**config.mk**
```make
export PLATFORM = sky130hd
export DESIGN_NAME = connection_pair_table_top
export DESIGN_NICKNAME = d
export VERILOG_FILES = /design/src/rtl/cpt_pkg.sv /design/src/rtl/cpt_ctrl.sv /design/src/rtl/cpt_dp.sv /design/src/rtl/connection_pair_table_top.sv
export SDC_FILE = /design/constraint.sdc
export NUM_CORES = 1
export LEC_CHECK = 0
export BUFFER_PORTS_ARGS = -buffer_cell sky130_fd_sc_hd__buf_2
export CAP_MARGIN = 5
export CELL_PAD_IN_SITES_DETAIL_PLACEMENT = 1
export CELL_PAD_IN_SITES_GLOBAL_PLACEMENT = 1
export CORE_MARGIN = 3
export CORE_UTILIZATION = 45
export DETAILED_ROUTE_END_ITERATION = 8
export PLACE_DENSITY = 0.66
export SYNTH_ARGS = -nofsm -noshare
export SYNTH_HDL_FRONTEND = slang
export SYNTH_SLANG_ARGS = --single-unit
export TNS_END_PERCENT = 5
```
**constraint.sdc**
```tcl
create_clock -name clk_i -period 9.8 [get_ports clk_i]
set_clock_uncertainty 0.15 [all_clocks]
set_input_delay 0.98 -clock clk_i [delete_from_list [all_inputs] [get_ports clk_i]]
set_output_delay 0.98 -clock clk_i [all_outputs]
set_load 0.01 [all_outputs]
```
**src/rtl/cpt_pkg.sv**
```systemverilog
// ----------------------------------------------------------------------------
// cpt_pkg: shared types and constants of the connection pair table
// Transfer payloads, stored pair layout, status codes and the command and
// status groups between the controller and the datapath.
// ----------------------------------------------------------------------------
package cpt_pkg;

  localparam int unsigned ENTRIES_DEF = 16;

  localparam int unsigned InstW  = 16;
  localparam int unsigned CompW  = 8;
  localparam int unsigned QueueW = 16;
  localparam int unsigned IndexW = 4;

  typedef enum logic {
    REQ_ADD  = 1'b0,
    REQ_FIND = 1'b1
  } req_type_e;

  typedef enum logic [1:0] {
    STATUS_OK        = 2'd0,
    STATUS_FULL      = 2'd1,
    STATUS_NOT_FOUND = 2'd2
  } status_e;

  typedef enum logic [1:0] {
    RES_ADD_OK,
    RES_FULL,
    RES_FOUND,
    RES_MISS
  } result_e;

  typedef enum logic [1:0] {
    ST_IDLE,
    ST_DECIDE,
    ST_READ,
    ST_CMP
  } state_e;

  typedef struct packed {
    logic              req_type;
    logic [InstW-1:0]  first_instance;
    logic [CompW-1:0]  first_component;
    logic [QueueW-1:0] first_queue;
    logic [InstW-1:0]  second_instance;
    logic [CompW-1:0]  second_component;
    logic [QueueW-1:0] second_queue;
    logic [InstW-1:0]  sender_instance;
    logic [CompW-1:0]  dest_component;
  } in_t;

  typedef struct packed {
    logic [1:0]        status;
    logic [QueueW-1:0] receiver_queue;
    logic [IndexW-1:0] entry_index;
  } out_t;

  typedef struct packed {
    logic [InstW-1:0]  inst1;
    logic [CompW-1:0]  comp1;
    logic [QueueW-1:0] queue1;
    logic [InstW-1:0]  inst2;
    logic [CompW-1:0]  comp2;
    logic [QueueW-1:0] queue2;
  } pair_t;

  typedef struct packed {
    logic    load;
    logic    wr;
    logic    rd;
    logic    adv;
    logic    fin;
    result_e kind;
  } cmd_t;

  typedef struct packed {
    logic is_find;
    logic full;
    logic scan_end;
    logic match;
    logic out_free;
  } stat_t;

endpackage

```
**src/rtl/cpt_ctrl.sv**
```systemverilog
// ----------------------------------------------------------------------------
// cpt_ctrl: sequencer of the connection pair table
// Accepts one request at a time, then steps the datapath through the add
// write or the entry-by-entry find scan.
// ----------------------------------------------------------------------------
module cpt_ctrl (
  input  logic           clk_i,
  input  logic           rst_ni,
  input  logic           in_valid_i,
  output logic           in_stall_o,
  input  cpt_pkg::stat_t stat_i,
  output cpt_pkg::cmd_t  cmd_o
);

  cpt_pkg::state_e state_q, state_d;

  always_ff @(posedge clk_i or negedge rst_ni) begin
    if (!rst_ni) begin
      state_q <= cpt_pkg::ST_IDLE;
    end else begin
      state_q <= state_d;
    end
  end

  // Next state
  always_comb begin
    state_d = state_q;
    unique case (state_q)
      cpt_pkg::ST_IDLE: begin
        if (in_valid_i) state_d = cpt_pkg::ST_DECIDE;
      end
      cpt_pkg::ST_DECIDE: begin
        if (stat_i.is_find) begin
          state_d = cpt_pkg::ST_READ;
        end else if (stat_i.out_free) begin
          state_d = cpt_pkg::ST_IDLE;
        end
      end
      cpt_pkg::ST_READ: begin
        if (!stat_i.scan_end) begin
          state_d = cpt_pkg::ST_CMP;
        end else if (stat_i.out_free) begin
          state_d = cpt_pkg::ST_IDLE;
        end
      end
      cpt_pkg::ST_CMP: begin
        if (!stat_i.match) begin
          state_d = cpt_pkg::ST_READ;
        end else if (stat_i.out_free) begin
          state_d = cpt_pkg::ST_IDLE;
        end
      end
      default: state_d = cpt_pkg::ST_IDLE;
    endcase
  end

  // Outputs
  always_comb begin
    cmd_o      = '0;
    cmd_o.kind = cpt_pkg::RES_ADD_OK;
    in_stall_o = 1'b1;
    unique case (state_q)
      cpt_pkg::ST_IDLE: begin
        in_stall_o = 1'b0;
        cmd_o.load = in_valid_i;
      end
      cpt_pkg::ST_DECIDE: begin
        if (!stat_i.is_find && stat_i.out_free) begin
          cmd_o.fin = 1'b1;
          if (stat_i.full) begin
            cmd_o.kind = cpt_pkg::RES_FULL;
          end else begin
            cmd_o.wr   = 1'b1;
            cmd_o.kind = cpt_pkg::RES_ADD_OK;
          end
        end
      end
      cpt_pkg::ST_READ: begin
        if (!stat_i.scan_end) begin
          cmd_o.rd = 1'b1;
        end else if (stat_i.out_free) begin
          cmd_o.fin  = 1'b1;
          cmd_o.kind = cpt_pkg::RES_MISS;
        end
      end
      cpt_pkg::ST_CMP: begin
        if (!stat_i.match) begin
          cmd_o.adv = 1'b1;
        end else if (stat_i.out_free) begin
          cmd_o.fin  = 1'b1;
          cmd_o.kind = cpt_pkg::RES_FOUND;
        end
      end
      default: ;
    endcase
  end

endmodule

```
**src/rtl/cpt_dp.sv**
```systemverilog
// ----------------------------------------------------------------------------
// cpt_dp: datapath of the connection pair table
// Pair memory, fill count, scan pointer, endpoint compare and the result
// register toward the output channel.
// ----------------------------------------------------------------------------
module cpt_dp #(
  parameter int unsigned ENTRIES = cpt_pkg::ENTRIES_DEF
) (
  input  logic           clk_i,
  input  logic           rst_ni,
  input  cpt_pkg::in_t   in_data_i,
  input  cpt_pkg::cmd_t  cmd_i,
  output cpt_pkg::stat_t stat_o,
  output logic           out_valid_o,
  input  logic           out_stall_i,
  output cpt_pkg::out_t  out_data_o
);

  localparam int unsigned IdxW = (ENTRIES > 1) ? $clog2(ENTRIES) : 1;
  localparam int unsigned CntW = $clog2(ENTRIES + 1);

  cpt_pkg::pair_t mem [ENTRIES];

  cpt_pkg::in_t   req_q;
  cpt_pkg::pair_t rdata_q;
  logic [CntW-1:0] count_q, ptr_q;
  logic           out_valid_q;
  cpt_pkg::out_t  out_q, out_d;

  logic                         match1, match2;
  logic [cpt_pkg::QueueW-1:0]   hit_queue;
  logic [IdxW+cpt_pkg::IndexW-1:0] wr_idx_ext, ptr_idx_ext;

  // Entries are never freed, so the valid entries are exactly 0 .. count-1.
  always_ff @(posedge clk_i or negedge rst_ni) begin
    if (!rst_ni) begin
      count_q     <= '0;
      ptr_q       <= '0;
      out_valid_q <= 1'b0;
    end else begin
      if (cmd_i.wr) count_q <= count_q + CntW'(1);
      if (cmd_i.load) begin
        ptr_q <= '0;
      end else if (cmd_i.adv) begin
        ptr_q <= ptr_q + CntW'(1);
      end
      if (cmd_i.fin) begin
        out_valid_q <= 1'b1;
      end else if (!out_stall_i) begin
        out_valid_q <= 1'b0;
      end
    end
  end

  always_ff @(posedge clk_i) begin
    if (cmd_i.load) req_q <= in_data_i;
    if (cmd_i.fin) out_q <= out_d;
  end

  always_ff @(posedge clk_i) begin
    if (cmd_i.wr) begin
      mem[count_q[IdxW-1:0]] <= '{
        inst1:  req_q.first_instance,
        comp1:  req_q.first_component,
        queue1: req_q.first_queue,
        inst2:  req_q.second_instance,
        comp2:  req_q.second_component,
        queue2: req_q.second_queue
      };
    end
    if (cmd_i.rd) rdata_q <= mem[ptr_q[IdxW-1:0]];
  end

  // Side one as sender wins over side two.
  assign match1 = (rdata_q.inst1 == req_q.sender_instance) &&
                  (rdata_q.comp2 == req_q.dest_component);
  assign match2 = (rdata_q.inst2 == req_q.sender_instance) &&
                  (rdata_q.comp1 == req_q.dest_component);
  assign hit_queue = match1 ? rdata_q.queue2 : rdata_q.queue1;

  assign wr_idx_ext  = {{cpt_pkg::IndexW{1'b0}}, count_q[IdxW-1:0]};
  assign ptr_idx_ext = {{cpt_pkg::IndexW{1'b0}}, ptr_q[IdxW-1:0]};

  always_comb begin
    out_d = '0;
    unique case (cmd_i.kind)
      cpt_pkg::RES_ADD_OK: begin
        out_d.status      = cpt_pkg::STATUS_OK;
        out_d.entry_index = wr_idx_ext[cpt_pkg::IndexW-1:0];
      end
      cpt_pkg::RES_FULL: begin
        out_d.status = cpt_pkg::STATUS_FULL;
      end
      cpt_pkg::RES_FOUND: begin
        out_d.status         = cpt_pkg::STATUS_OK;
        out_d.receiver_queue = hit_queue;
        out_d.entry_index    = ptr_idx_ext[cpt_pkg::IndexW-1:0];
      end
      cpt_pkg::RES_MISS: begin
        out_d.status = cpt_pkg::STATUS_NOT_FOUND;
      end
      default: ;
    endcase
  end

  assign stat_o.is_find  = (req_q.req_type == cpt_pkg::REQ_FIND);
  assign stat_o.full     = (count_q == CntW'(ENTRIES));
  assign stat_o.scan_end = (ptr_q == count_q);
  assign stat_o.match    = match1 | match2;
  assign stat_o.out_free = !out_valid_q || !out_stall_i;

  assign out_valid_o = out_valid_q;
  assign out_data_o  = out_q;

endmodule

```
**src/rtl/connection_pair_table_top.sv**
```systemverilog
// ----------------------------------------------------------------------------
// connection_pair_table_top: bidirectional connection pair table
// Stores endpoint pairs on add requests and looks up the receiver queue of
// a sender instance and destination component on find requests.
// ----------------------------------------------------------------------------
//
//   channel  direction  handshake               payload
//   in       input      in_valid_i / in_stall_o  cpt_pkg::in_t  in_data_i
//   out      output     out_valid_o / out_stall_i cpt_pkg::out_t out_data_o
//
// An add captures the request, then writes the pair and registers the result.
// A find walks the single-port pair memory one entry per read/compare pair
// until it hits. A find that misses ends in a last read step that sees the
// scan reach the fill count.
// Reset clears the fill count, the controller and the output valid; the pair
// memory is not cleared, since only entries below the fill count are read.
// A stalled output holds its result; the next request is still taken and
// runs up to the point where it needs the output register.
// ----------------------------------------------------------------------------
module connection_pair_table_top #(
  parameter int unsigned ENTRIES = cpt_pkg::ENTRIES_DEF
) (
  input  logic          clk_i,
  input  logic          rst_ni,
  input  logic          in_valid_i,
  output logic          in_stall_o,
  input  cpt_pkg::in_t  in_data_i,
  output logic          out_valid_o,
  input  logic          out_stall_i,
  output cpt_pkg::out_t out_data_o
);

  cpt_pkg::cmd_t  cmd;
  cpt_pkg::stat_t stat;

  // Sequence each transfer: capture, then write or scan.
  cpt_ctrl u_ctrl (
    .clk_i      (clk_i),
    .rst_ni     (rst_ni),
    .in_valid_i (in_valid_i),
    .in_stall_o (in_stall_o),
    .stat_i     (stat),
    .cmd_o      (cmd)
  );

  // Hold the table and produce the result transfer.
  cpt_dp #(
    .ENTRIES (ENTRIES)
  ) u_dp (
    .clk_i       (clk_i),
    .rst_ni      (rst_ni),
    .in_data_i   (in_data_i),
    .cmd_i       (cmd),
    .stat_o      (stat),
    .out_valid_o (out_valid_o),
    .out_stall_i (out_stall_i),
    .out_data_o  (out_data_o)
  );

endmodule

```
* Yosys cells after proc, flatten, opt, wreduce, memory -nomap -nowiden
Memory sizes are Yosys's and may differ from the RTL's. A register that Yosys moved wholly into a read port is not among the register bits.
Cells that the tools add are included.
** Cells by class
- Bitwise operators :: 1
- Mux-type cells :: 31
- Eq/ne operators :: 14
- Reduce and logical (&&, ||, !) cells :: 11
- Add/sub/neg operators :: 2
** Operator list (count)
- $eq 16x16->1 :: 2
- $eq 8x8->1 :: 2
- $mux 16 :: 1
- $mux 3 :: 5
- $mux 1 :: 14
- $add 5x1->5 const B :: 2
- $mux 2 :: 5
- $mux 5 :: 2
- $pmux 3 s3 :: 1
- $eq 2x2->1 const B :: 4
- $pmux 2 s4 :: 1
- $pmux 4 s2 :: 1
- $pmux 2 s3 :: 1
- $eq 5x5->1 :: 1
- $eq 5x5->1 const B :: 1
- $eq 2x1->1 const B :: 2
- $logic_not 2->1 :: 2
- $logic_and 1x1->1 :: 3
- $logic_not 1->1 :: 3
- $ne 2x1->1 const B :: 1
- $ne 2x2->1 const B :: 1
- $reduce_bool 2->1 :: 1
- $reduce_or 2->1 :: 1
- $logic_or 1x1->1 :: 1
- $or 1x1->1 :: 1
** Word-level totals
- Bits in writable memories :: 1280
- Memories kept :: 1
- Bits of input ports :: 109
- Logic and storage cells :: 76
- Register bits after elaboration :: 140
** Memories
- u_dp.mem :: words 16, width 80, read ports 1, clocked after memory_dff 1, write ports 1, RTL line cpt_dp.sv:22 : cpt_pkg::pair_t mem [ENTRIES];

* Longest topological paths before layout
- Word-level depth :: 8
- Depth in mapped cells :: 9
- Mapped depth without buffers :: 7

* Modules after synthesis
Synthesis repeated with hierarchy kept, for this count alone.
** Unflattened totals
- Cells, all modules :: 2210
- Area, all modules :: 55986.2 um^2
** By module, submodules not included
- cpt_dp :: cells each 2183, seq. area each 44928.1 um^2, times used 1, area an instance 55773.5 um^2
- cpt_ctrl :: cells each 27, seq. area each 50.0 um^2, times used 1, area an instance 212.7 um^2

* Least setup slack after synthesis
OpenSTA, ideal clock, no wires.
- Path kind :: input-to-reg
- From :: in out_stall_i
- To :: mem u_dp.mem[0][0] in the netlist's numbering, enable pin
- Path slack :: -0.504 ns
- Setup time :: 0.717 ns
- Stages on the path :: 4
- Arrival time :: 9.438 ns
- Path through :: and2_1 nor4_2 nand2_1 nor4_1
** Between the ends
- Longest elaborated chain between the ends :: 7
** Ends and longest elaborated chain
- from (decl) :: RTL line connection_pair_table_top.sv:29 : input logic out_stall_i,
- $logic_not 1->1
- $logic_or 1x1->1 :: RTL line cpt_dp.sv:110 : assign stat_o.out_free = !out_valid_q || !out_stall_i;
- $logic_and 1x1->1 :: RTL line cpt_ctrl.sv:68 : if (!stat_i.is_find && stat_i.out_free) begin
- $mux 1 :: RTL line cpt_ctrl.sv:68
- $mux 1 :: RTL line cpt_ctrl.sv:62 : unique case (state_q)
- $mux 1 :: RTL line cpt_dp.sv:61 : if (cmd_i.wr) begin
- $mux 1 (implied by the code) :: RTL line cpt_dp.sv:62 : mem[count_q[IdxW-1:0]] <= '{
- to (decl) :: RTL line cpt_dp.sv:22
No other way between the ends.

==> impl_results.html <==
<table>
<tr><th>Metric</th><th>Value</th></tr>
<tr><th colspan="2">Run status</th></tr>
<tr><td>Outcome</td><td>completed</td></tr>
<tr><th colspan="2">GRT</th></tr>
<tr><td>Vias in the first global route</td><td>26.2k</td></tr>
<tr><td>Total congestion overflow</td><td>0</td></tr>
<tr><td>Largest net degree at the start of global routing</td><td>between 150 and 200</td></tr>
<tr><td>Tot GR Track Use</td><td>between 20 and 25%</td></tr>
<tr><td>Antenna violations before repair</td><td>6</td></tr>
<tr><td>First-pass GRT wire length</td><td>between 150000 and 200000 um</td></tr>
<tr><th colspan="2">Placement</th></tr>
<tr><td>Routability congestion estimate from global placement</td><td>approximately 0.78</td></tr>
<tr><td>Input/output buffers</td><td>around 130</td></tr>
<tr><td>Post-Place Cells</td><td>roughly 3.9k</td></tr>
<tr><td>HPWL reported at the end of detailed placement</td><td>around 70000 um</td></tr>
<tr><td>Setup Slack @ Placement</td><td>between 4 and 5 ns</td></tr>
<tr><th colspan="2">Clock network</th></tr>
<tr><td>CTS H-Tree Depth</td><td>4</td></tr>
<tr><td>CTS tree</td><td>built</td></tr>
<tr><td>Clock transition at the registers of the reported paths</td><td>0.06 ns</td></tr>
<tr><td>Clock insertion delay at the later pin of the skew report</td><td>roughly 0.76 ns</td></tr>
<tr><td>CTS hold repair buffers</td><td>1</td></tr>
<tr><td>Buffer count from post-CTS setup fixing</td><td>0</td></tr>
<tr><td>TritonCTS Buffers</td><td>between 150 and 200</td></tr>
<tr><td>Num Clock Sinks</td><td>1500</td></tr>
<tr><td>Number of gates resized after CTS</td><td>0</td></tr>
<tr><td>Clock buffer depth</td><td>3</td></tr>
<tr><td>Clock root buffer</td><td>sky130_fd_sc_hd__clkbuf_16</td></tr>
<tr><th colspan="2">Cells and area</th></tr>
<tr><td>Ant diodes</td><td>0</td></tr>
<tr><td>End-of-flow core utilization</td><td>between 50% and 60%</td></tr>
<tr><td>Finished Layout Cells</td><td>approximately 4.2k</td></tr>
<tr><td>Post-layout net count</td><td>around 2.6k</td></tr>
<tr><td>Share of layout cells above drive strength 1</td><td>a little under a third</td></tr>
<tr><td>Layout-stage area growth over the synthesis result</td><td>13.6%</td></tr>
<tr><th colspan="2">Detailed routing</th></tr>
<tr><td>Total vias in the final route</td><td>24.2k</td></tr>
<tr><td>Total DRC errors in the routed layout</td><td>0</td></tr>
<tr><td>Length of the first detailed-routing pass in iterations</td><td>6</td></tr>
<tr><td>Violation count after the first detailed-route iteration</td><td>about 2.4k</td></tr>
<tr><td>Final routed wirelength across all metal layers</td><td>130000 um</td></tr>
<tr><td>Post-DR wirelength/cell</td><td>slightly above 30 um</td></tr>
<tr><td>Post-route ant nets</td><td>0</td></tr>
<tr><td>Via-to-Cell Ratio</td><td>about 5.8</td></tr>
<tr><th colspan="2">Logic synthesis</th></tr>
<tr><td>Proportion of synthesized chip area in sequential cells</td><td>between 80% and 90%</td></tr>
<tr><td>Syn avg cell area</td><td>25.4 um^2</td></tr>
<tr><td>Number of enable-type register cells in the synthesized netlist</td><td>approximately 1.5k</td></tr>
<tr><td>Synthesized Nets</td><td>2315</td></tr>
<tr><td>Post-synth top flop</td><td>sky130_fd_sc_hd__edfxtp_1</td></tr>
<tr><td>Number of different library cells in the post-synthesis netlist</td><td>35</td></tr>
<tr><td>Leading cell types by total area after synthesis</td><td>sky130_fd_sc_hd__edfxtp_1, sky130_fd_sc_hd__mux4_2, sky130_fd_sc_hd__dfrtp_1, sky130_fd_sc_hd__xnor2_1, sky130_fd_sc_hd__xor2_1</td></tr>
<tr><td>Synth top area share</td><td>80.0%</td></tr>
<tr><td>Synthesis warning total</td><td>0</td></tr>
<tr><td>Post-synthesis instance total</td><td>around 2.2k</td></tr>
<tr><td>Area of the mapped netlist</td><td>0.0558 mm^2</td></tr>
<tr><td>Cell accounting for the most synthesized area</td><td>sky130_fd_sc_hd__edfxtp_1</td></tr>
<tr><td>Async set-reset flop share out of synthesis</td><td>0.867%</td></tr>
<tr><td>#FFs+latches synth</td><td>1500</td></tr>
<tr><th colspan="2">Setup path</th></tr>
<tr><td>Slack of the worst reg-to-reg path</td><td>5.12 ns</td></tr>
<tr><td>Kind of launch point of the worst setup path</td><td>register</td></tr>
<tr><td>Critical Path AT</td><td>~4.9 ns</td></tr>
<tr><td>Crit path required time</td><td>between 10 and 15 ns</td></tr>
<tr><td>Start-to-end type of the worst setup path</td><td>reg -&gt; reg</td></tr>
<tr><td>Max FO, Critical Path</td><td>22</td></tr>
<tr><td>Worst reg2reg path depth</td><td>7</td></tr>
<tr><td>Endpoint class of the critical path</td><td>register</td></tr>
<tr><th colspan="2">Floorplanning</th></tr>
<tr><td>Std cell rows</td><td>128</td></tr>
<tr><td>Die outline area</td><td>roughly 0.13 mm^2</td></tr>
<tr><td>Die span in x</td><td>roughly 360 um</td></tr>
<tr><td>Initial core utilization</td><td>approximately 46%</td></tr>
<tr><td>Core area</td><td>~0.12 mm^2</td></tr>
<tr><td>I/O pin count</td><td>between 100 and 150</td></tr>
<tr><td>Overall die height</td><td>~360 um</td></tr>
<tr><th colspan="2">STA</th></tr>
<tr><td>Worst hold slack</td><td>0.243 ns</td></tr>
<tr><td>Final critical-path share of the clock period</td><td>around 48%</td></tr>
<tr><td>Worst relative slew slack</td><td>between 15 and 20%</td></tr>
<tr><td>PnR worst setup slack</td><td>around 5.1 ns</td></tr>
<tr><td>Total count of hold-check failures in the final report</td><td>0</td></tr>
<tr><td>Timing-limited maximum frequency</td><td>around 210 MHz</td></tr>
<tr><td>Pin slew with the least headroom to its limit</td><td>1.25 ns</td></tr>
<tr><td>Setup Total Neg Slack</td><td>0 ns</td></tr>
<tr><td>Final critical-path required period</td><td>4.68 ns</td></tr>
<tr><td>Total of endpoints with negative setup slack in the final report</td><td>0</td></tr>
<tr><td>Slew Limit Fails</td><td>0</td></tr>
<tr><td>RSZ-0062 raised after global routing</td><td>false</td></tr>
<tr><th colspan="2">Worst hold path</th></tr>
<tr><td>Class of the tightest hold or removal check</td><td>in -&gt; reg</td></tr>
<tr><td>Hold depth</td><td>1</td></tr>
<tr><th colspan="2">Power and ir drop</th></tr>
<tr><td>Pwr per Cell Area</td><td>between 200 and 300 mW/mm^2</td></tr>
<tr><td>Worst IR drop on VDD</td><td>0.218 mV</td></tr>
<tr><td>Leak pwr</td><td>0.0195 uW</td></tr>
<tr><th colspan="2">Run</th></tr>
<tr><td>Max-capacitance violation count</td><td>0</td></tr>
</table>
## routing by layer
| metal | share of wire (%) | wire [um] | global-route usage [%] |
|---|---|---|---|
| met2 | 50 | 64800 | 33.8 |
| met1 | 41 | 52900 | 28.6 |
| met5 | 0.010 | 13 | 0 |
| met3 | 6.2 | 8030 | 3.82 |
| met4 | 2.9 | 3810 | 6.85 |
## logic make-up after synthesis
kind of cell,share of synthesized area (%)
DFF,80.6
muxes,16.6
buffers and inverters,0.866
and+or+nand+nor,0.825
xor gates and xnor gates,0.895
AOI/OAI and AO/OA,0.135
adders and majority gates,0.112
## report_power, final
group	leakage, uW	switching (uW)	internal [uW]
sequential	0.0136	577	7870
combinational	0.00360	1480	1400
clock	0.00232	2370	3150
total	0.0195	4420	12400
## path summary, 6_finish.rpt
kind	start	endpoint
max reg2reg	u_dp.req_q[16]$_DFFE_PP_	u_dp.out_data_o[9]$_SDFFCE_PP0P_
max	u_dp.req_q[16]$_DFFE_PP_	u_dp.out_data_o[9]$_SDFFCE_PP0P_
min	in_data_i[16]	u_dp.req_q[16]$_DFFE_PP_
min in group asynchronous	rst_ni	u_dp.count_q[3]$_DFFE_PN0P_
min reg2reg	u_dp.ptr_q[4]$_DFFE_PN0P_	u_dp.ptr_q[4]$_DFFE_PN0P_
max in group asynchronous	rst_ni	u_dp.ptr_q[3]$_DFFE_PN0P_
## worst max-delay path, cell delays in order (launching register included)
cell,delay [ns]
sky130_fd_sc_hd__edfxtp_1,0.46
sky130_fd_sc_hd__xnor2_1,0.35
sky130_fd_sc_hd__nand4_1,0.27
sky130_fd_sc_hd__nor4_1,0.99
sky130_fd_sc_hd__and3_1,0.46
sky130_fd_sc_hd__or2_1,0.32
sky130_fd_sc_hd__nand4_4,0.37
sky130_fd_sc_hd__nand2_1,0.89
## state kept, by name (all words and copies together) (netlist names)
register          flops
u_dp.stat_o           1
u_dp.ptr_q            5
u_dp.rdata_q         80
u_dp.out_data_o      22
u_dp.req_q          104
u_dp.count_q          5
u_dp.out_valid_o      1
u_dp.mem           1280
u_ctrl.state_q        2
## area by class of cell
cell class              count  area [um^2]
inverters                  14         57.6
clock buffers             188         4090
clock inverters            88          648
fillers                 10443        59100
flip-flops and latches   1500        45000
repair buffers            185         1110
multi-input cells         586        10500
well taps                1625         2030
## cells in the final DEF (no fill, tap or decap), types with 8 or more instances in the layout
| master | instances |
|---|---|
| sky130_fd_sc_hd__mux4_2 | 400 |
| sky130_fd_sc_hd__nor2_4 | 8 |
| sky130_fd_sc_hd__dfrtp_1 | 9 |
| sky130_fd_sc_hd__clkinv_2 | 25 |
| sky130_fd_sc_hd__clkbuf_16 | 159 |
| sky130_fd_sc_hd__nand3_1 | 9 |
| sky130_fd_sc_hd__clkinv_1 | 40 |
| sky130_fd_sc_hd__nand4_1 | 8 |
| sky130_fd_sc_hd__buf_4 | 48 |
| sky130_fd_sc_hd__nor2_1 | 23 |
| sky130_fd_sc_hd__buf_2 | 132 |
| sky130_fd_sc_hd__clkbuf_1 | 29 |
| sky130_fd_sc_hd__inv_1 | 12 |
| sky130_fd_sc_hd__edfxtp_1 | 1487 |
| sky130_fd_sc_hd__xnor2_1 | 30 |
| sky130_fd_sc_hd__xor2_1 | 27 |
| sky130_fd_sc_hd__nand2_1 | 15 |
| sky130_fd_sc_hd__mux2i_1 | 20 |
## through the flow
step / area [um^2] / total power [uW]
2_1_floorplan: 55800 / 10400
3_3_place_gp: 58600 / 11400
3_5_place_dp: 58600 / 11500
4_1_cts: 63400 / 17100
5_1_grt: 63400 / 17500
6_report: 63400 / 16800
## cell usage after synthesis (2+ instances only)
cell type	count
sky130_fd_sc_hd__a21oi_1	2
sky130_fd_sc_hd__o211ai_1	3
sky130_fd_sc_hd__nand3_1	9
sky130_fd_sc_hd__a311o_1	3
sky130_fd_sc_hd__mux4_2	400
sky130_fd_sc_hd__ha_1	5
sky130_fd_sc_hd__nand4_1	8
sky130_fd_sc_hd__mux2i_1	20
sky130_fd_sc_hd__buf_2	38
sky130_fd_sc_hd__buf_1	12
sky130_fd_sc_hd__nor4_1	11
sky130_fd_sc_hd__mux2_1	2
sky130_fd_sc_hd__xnor2_1	30
sky130_fd_sc_hd__dfrtp_1	13
sky130_fd_sc_hd__edfxtp_1	1487
sky130_fd_sc_hd__nor3_1	8
sky130_fd_sc_hd__nand2_1	15
sky130_fd_sc_hd__inv_1	13
sky130_fd_sc_hd__xor2_1	27
sky130_fd_sc_hd__clkbuf_1	50
sky130_fd_sc_hd__nor2_1	31
Note: power is estimated with default switching activity, not from simulation.
